### src/design/pcpp_pkg.sv
// Shared types, constants and helper functions of the palette/cursor pixel path.
`default_nettype none
package pcpp_pkg;

    // Table geometry
    localparam int PALETTE_COUNT   = 32;
    localparam int PALETTE_ENTRIES = 256;
    localparam int CURSOR_SIZE     = 32;

    localparam int PAL_DEPTH    = PALETTE_COUNT * PALETTE_ENTRIES;
    localparam int PAL_AW       = $clog2(PAL_DEPTH);
    localparam int ROW_WORDS    = (CURSOR_SIZE + 15) / 16;
    localparam int BITMAP_WORDS = CURSOR_SIZE * ROW_WORDS;
    localparam int BM_AW        = $clog2(BITMAP_WORDS);

    // Item opcodes
    localparam logic [1:0] OP_PIXEL  = 2'd0;
    localparam logic [1:0] OP_PAL_WR = 2'd1;
    localparam logic [1:0] OP_CUR_WR = 2'd2;

    // Colour modes
    localparam logic [2:0] MODE_INDEXED = 3'd0;
    localparam logic [2:0] MODE_RGB332  = 3'd1;
    localparam logic [2:0] MODE_DIRECT  = 3'd2;

    // Configuration register indexes
    localparam logic [2:0] CFG_COLOR_MODE     = 3'd0;
    localparam logic [2:0] CFG_PALETTE_SELECT = 3'd1;
    localparam logic [2:0] CFG_CURSOR_CONTROL = 3'd2;
    localparam logic [2:0] CFG_CURSOR_X       = 3'd3;
    localparam logic [2:0] CFG_CURSOR_Y       = 3'd4;
    localparam logic [2:0] CFG_CURSOR_COLOR_A = 3'd5;
    localparam logic [2:0] CFG_CURSOR_COLOR_B = 3'd6;
    localparam logic [2:0] CFG_CURSOR_COLOR_C = 3'd7;

    typedef struct packed {
        logic [1:0]  opcode;
        logic [11:0] pixel_x;
        logic [11:0] pixel_y;
        logic [31:0] raw_color;
        logic [12:0] table_index;
        logic [31:0] table_data;
    } t_pix_in;

    typedef struct packed {
        logic [7:0] red;
        logic [7:0] green;
        logic [7:0] blue;
        logic       cursor_hit;
        logic       mode_error;
    } t_pix_out;

    // Reduce a palette select to the palette count by binary long division.
    function automatic logic [4:0] pal_wrap(input logic [4:0] sel);
        logic [9:0] v;
        v = {5'b0, sel};
        for (int k = 4; k >= 0; k--) begin
            if (v >= 10'(PALETTE_COUNT << k)) begin
                v = v - 10'(PALETTE_COUNT << k);
            end
        end
        return v[4:0];
    endfunction

    // 3-bit channel to 8 bits: v * 255 / 7, truncated
    function automatic logic [7:0] expand3(input logic [2:0] v);
        logic [7:0] r;
        case (v)
            3'd0:    r = 8'd0;
            3'd1:    r = 8'd36;
            3'd2:    r = 8'd72;
            3'd3:    r = 8'd109;
            3'd4:    r = 8'd145;
            3'd5:    r = 8'd182;
            3'd6:    r = 8'd218;
            default: r = 8'd255;
        endcase
        return r;
    endfunction

    // 2-bit channel to 8 bits: v * 85
    function automatic logic [7:0] expand2(input logic [1:0] v);
        logic [7:0] r;
        case (v)
            2'd0:    r = 8'd0;
            2'd1:    r = 8'd85;
            2'd2:    r = 8'd170;
            default: r = 8'd255;
        endcase
        return r;
    endfunction

endpackage
`default_nettype wire

### src/design/pcpp_cur_mem.sv
// Cursor bitmap memory with per-word valid bits so unwritten words read as zero.
`default_nettype none
module pcpp_cur_mem (
    input  wire logic                     i_clk,
    input  wire logic                     i_rst_n,
    input  wire logic                     i_we,
    input  wire logic [pcpp_pkg::BM_AW-1:0] i_waddr,
    input  wire logic [31:0]              i_wdata,
    input  wire logic                     i_re,
    input  wire logic [pcpp_pkg::BM_AW-1:0] i_raddr,
    output logic [31:0]                   o_rdata
);
    import pcpp_pkg::*;

    logic [31:0]             r_mem [BITMAP_WORDS];
    logic [BITMAP_WORDS-1:0] r_vld;
    logic [31:0]             r_rdata;
    logic                    r_rvld;

    always_ff @(posedge i_clk) begin
        if (i_we) begin
            r_mem[i_waddr] <= i_wdata;
        end
        if (i_re) begin
            r_rdata <= r_mem[i_raddr];
        end
    end

    always_ff @(posedge i_clk) begin
        if (!i_rst_n) begin
            r_vld  <= '0;
            r_rvld <= 1'b0;
        end else begin
            if (i_we) begin
                r_vld[i_waddr] <= 1'b1;
            end
            if (i_re) begin
                r_rvld <= r_vld[i_raddr];
            end
        end
    end

    assign o_rdata = r_rvld ? r_rdata : 32'd0;

endmodule
`default_nettype wire
### config.mk
export PLATFORM = sky130hd
export DESIGN_NAME = pcpp_cur_mem
export DESIGN_NICKNAME = d
export VERILOG_FILES = /design/src/design/pcpp_pkg.sv /design/src/design/pcpp_cur_mem.sv
export SDC_FILE = /design/constraint.sdc
export NUM_CORES = 2
export LEC_CHECK = 0
export CAP_MARGIN = 20
export CORE_AREA = 8 8 656 335
export DETAILED_ROUTE_END_ITERATION = 7
export DIE_AREA = 0 0 664 343
export DONT_BUFFER_PORTS = 1
export PLACE_DENSITY = 0.59
export SETUP_SLACK_MARGIN = 0.02
export SLEW_MARGIN = 25
export SYNTH_ARGS = -nofsm -noshare
export SYNTH_HDL_FRONTEND = slang
export SYNTH_SLANG_ARGS = --single-unit
### constraint.sdc
create_clock -name i_clk -period 9.2 [get_ports i_clk]
set_input_delay 0 -clock i_clk [delete_from_list [all_inputs] [get_ports i_clk]]
set_output_delay 0 -clock i_clk [all_outputs]
set_load 0.05 [all_outputs]
### Word level (Yosys, flattened, before mapping)

Memories as Yosys holds them, arrays and structs flattened. A register that Yosys moved wholly into a read port is not among the register bits.
Cells that the tools add are included.

* bits in registers: 65
* latch bits: 0
* bits in writable memories: 2048
* memory bits (read-only): 0
* output and inout bits: 32
* word-level logic and storage cells: 15
* memories: 1

* add/sub/neg operators: 0
* multiply operators: 0
* divide/modulo/power cells: 0
* order comparisons: 3
* equal/unequal tests: 0
* shift operators: 0
* mux-type cells: 7
* bitwise gates (word level): 1
* reductions and logical operators: 1

Memories
* r_mem: words 64, bits a word 32, rd ports 1, clocked after Yosys merged registers in 1, write ports 1, RTL line pcpp_cur_mem.sv:15 `logic [31:0] r_mem [BITMAP_WORDS];`

Operators by type and width (count)
* $or 64x64->64: 1
* $mux 32: 1
* $lt 6x7->1 const B: 2
* $bmux 1 s6: 1
* $demux 1 s6: 1
* $ge 6x1->1 const B: 1
* $mux 1: 4
* $logic_and 1x1->1: 1

### Logic depth before layout (Yosys ltp)

* depth after elaboration: 5
* depth in mapped cells: 10

### Worst setup path before layout

OpenSTA, ideal clock, no wires.

* kind: input-to-reg
* start point: input port i_we
* end point: memory r_mem[40][0] (enable)
* data arrival time: 2.734 ns
* path slack: 6.003 ns
* stages on the path: 3
* path buffers: 0
* cell sequence: nor2b_1 -> nand3_1 -> nor3_1

* cells in the longest elaborated chain, start to end: 2

Ends and longest elaborated chain
* start, declared: RTL line pcpp_cur_mem.sv:6 `input wire logic i_we,`
* $mux 1: RTL line pcpp_cur_mem.sv:21 `if (i_we) begin`
* $mux 1 (not written as such): RTL line pcpp_cur_mem.sv:22 `r_mem[i_waddr] <= i_wdata;`
* end, declared: RTL line pcpp_cur_mem.sv:15

Every way passes these cells.

==> results.cfg <==
[outcome]
status = completed

[sta]
worstMarginPinSlew_ps = 1220
period_needed_ps = 5860
tns_ps = 0
drv_slew = 0
fmax_mhz = 171
grt_setup_unrepaired = no
clock_skew_ps = 50.3
fin_ws_ps = 3340
fin_crit_sh_pct = 63.7
finalHoldViolCount = 0
setup_violations = 0
relSlewSlack_pct = 18.6

[floorplanning]
die_area_sq_um = 228000
die_x_microns = 664
pin_count = 80
die_h_microns = 343
coreArea_sq_um = 211000
rows = 120
initial_core_util_pct = 38.5

[power_and_ir_drop]
combPwrFrac_pct = 4.8
ir_drop_v = 0.000124
seqPwrFrac_pct = 56.0
clockPowerShare_pct = 39.2
power_density_nw_per_um2 = 209
leakage_nw = 28.2
sw_frac_of_total_pct = 20.8
power.switching_mw = 4.01
p_int_mw = 15.3

[route]
via_count = 38559
drtIter0Drc = 6330
vias_per_cell = 6.04
firstDrtPassIters = 5
ant_nets = 0
wl_mm = 233
wl_per_cell_microns = 36.5
drc = 0

[worst_setup_path]
timing.rr.start = r_mem[36][20]$_DFFE_PP_
timing.rr.end = r_rdata[20]$_DFFE_PP_
r2r_slack_ps = 6160
start_kind = input port
arrival_ps = 6420
required_ps = 9760
critical_path_class = input port to flop
r2r_cells = 6
worstSetupEndpointType = flop
cp_max_fo = 110

[synthesis]
synth_nets = 3307
ys_seq_area_share_pct = 78.3
synth_edf_count = 2080
dominantRegCellSynth = edfxtp_1
yosysWarnings = 0
syn_inst = 3259
synth_cell_types = 33
avgSynthCellArea_sq_um = 25.0
netlist_area_sq_um = 81400
ys_ff_latch = 2145
async_reset_ff_share_pct = 0

[hold_path]
hold_depth = 3
holdPathEnd = r_rdata[29]$_DFFE_PP_
min-delay-start = i_raddr[3]
min_path_type = input port to flop

[clock_network]
cts_resized = 0
cts_tree = done
post_cts_buffers = 0
clk_latency_ps = 840
root_buffer = clkbuf_16
ctsHoldBuffers = 100
cts_sinks = 2145
cts.htree.levels = 4
clk_pin_slew_ps = 70
clk_path_buf_depth = 4
cts-buffers-inserted = 181

[global_routing]
gr-usage-all-layers_pct = 20.1
grt_pass1_vias = 36973
grt_start_max_net_pins = 501
grt-ovfl-total = 0
antenna_found_initial = 22
grt_pass1_wl_mm = 318

[layout]
layout.nets = 3498
utilization_pct = 43.8
final_common_cell = edfxtp_1
fin_cells = 6387
fin_area_sq_um = 92600
layout_common_cells = 2080 x edfxtp_1, 670 x mux4_2, 185 x clkbuf_16
drive_gt1_share_pct = 30.6
area_growth_syn_to_layout_pct = 13.8

[run]
max-cap-violations = 0

[place]
portBuffers = 0
dpl.cell_count = 5972
dp_hpwl_mm = 126
dpl_cell_area_sq_um = 85500
place_ws_ps = 3210
place.gp.congestion = 0.793
[state kept, by name, indices dropped and copies added (netlist names)]
name     flops
r_mem     2048
r_vld       64
r_rdata     32
r_rvld       1
[power groups by stage]
stage | clock [mW] | sequential (mW) | combinational [mW]
after floorplan | 0 | 11.0 | 0.557
after global placement | 0 | 11.0 | 0.647
after detailed placement | 0 | 11.0 | 0.653
after CTS | 7.67 | 10.8 | 0.918
after global routing | 8.06 | 10.8 | 0.964
final | 7.58 | 10.8 | 0.921
[how the worst max path moves through the flow]
stage | startpoint | end | slack, ps | depth (start not counted)
global route | i_raddr[0] | r_rdata[20]$_DFFE_PP_ | 2880 | 13
floorplan | i_we | r_mem[40][0]$_DFFE_PP_ | 6000 | 3
detailed placement | i_raddr[0] | r_rdata[10]$_DFFE_PP_ | 3210 | 10
global placement | i_raddr[0] | r_rdata[3]$_DFFE_PP_ | 3520 | 8
finish | i_raddr[0] | r_rdata[20]$_DFFE_PP_ | 3340 | 13
CTS | i_raddr[0] | r_rdata[20]$_DFFE_PP_ | 3250 | 13
[synthesized netlist by cell type (7+ instances only)]
library cell / instances / share of area, %
buf_2: 58 / 0.36
nor2_1: 63 / 0.29
mux2i_1: 46 / 0.57
nand3_1: 10 / 0.061
edfxtp_1: 2080 / 77
o21a_1: 64 / 0.59
and2_1: 32 / 0.25
buf_1: 24 / 0.11
nand2b_1: 7 / 0.054
mux4_2: 670 / 19
clkbuf_1: 81 / 0.37
nor2b_1: 7 / 0.054
dfxtp_1: 65 / 1.6
buf_4: 8 / 0.074
[layer usage]
layer  up-vias  GRT usage [%]  wire [microns]
li1      14510              -               -
met1     21347           31.8          105000
met5         -              0               0
met3       271           7.11           30600
met2      2431           26.8           93800
met4         0           3.36            4140
[metrics by stage]
stage / power (mW) / hold WS (ps)
2_1_floorplan: 11.6 / 98.9
3_3_place_gp: 11.7 / 106
3_5_place_dp: 11.7 / 106
4_1_cts: 19.4 / 1.43
5_1_grt: 19.8 / 5.54
6_report: 19.3 / 49.3
[final cells by class]
| class | count | area, sq um |
|---|---|---|
| clock buffer | 221 | 4760 |
| clock inverter | 82 | 779 |
| multi-input combinational | 939 | 17300 |
| timing repair buffer | 183 | 2460 |
| antenna | 11 | 27.5 |
| tap | 2806 | 3510 |
| fill | 17513 | 119000 |
| sequential | 2145 | 63800 |
[critical path, stage by stage]
cell           delay (ps)
buf_16                440
buf_16                480
buf_16                520
buf_16                410
buf_16                380
buf_16                400
buf_16                660
mux4_2                590
mux4_2                470
mux2i_1               190
dlygate4sd3_1         600
mux2i_1                70
dlygate4sd3_1         560
[kinds of logic (layout without fill, tap and decap cells)]
family / Yosys count / count (layout) / share of synthesized area (%)
buffers and inverters: 175 / 486 / 0.970
multiplexers: 719 / 719 / 19.1
AND/OR/NAND/NOR: 141 / 141 / 0.861
flip-flops: 2145 / 2145 / 78.3
other: 0 / 11 / 0
AO/OA/AOI/OAI: 79 / 79 / 0.722
Note: power is estimated with default switching activity, not from simulation.
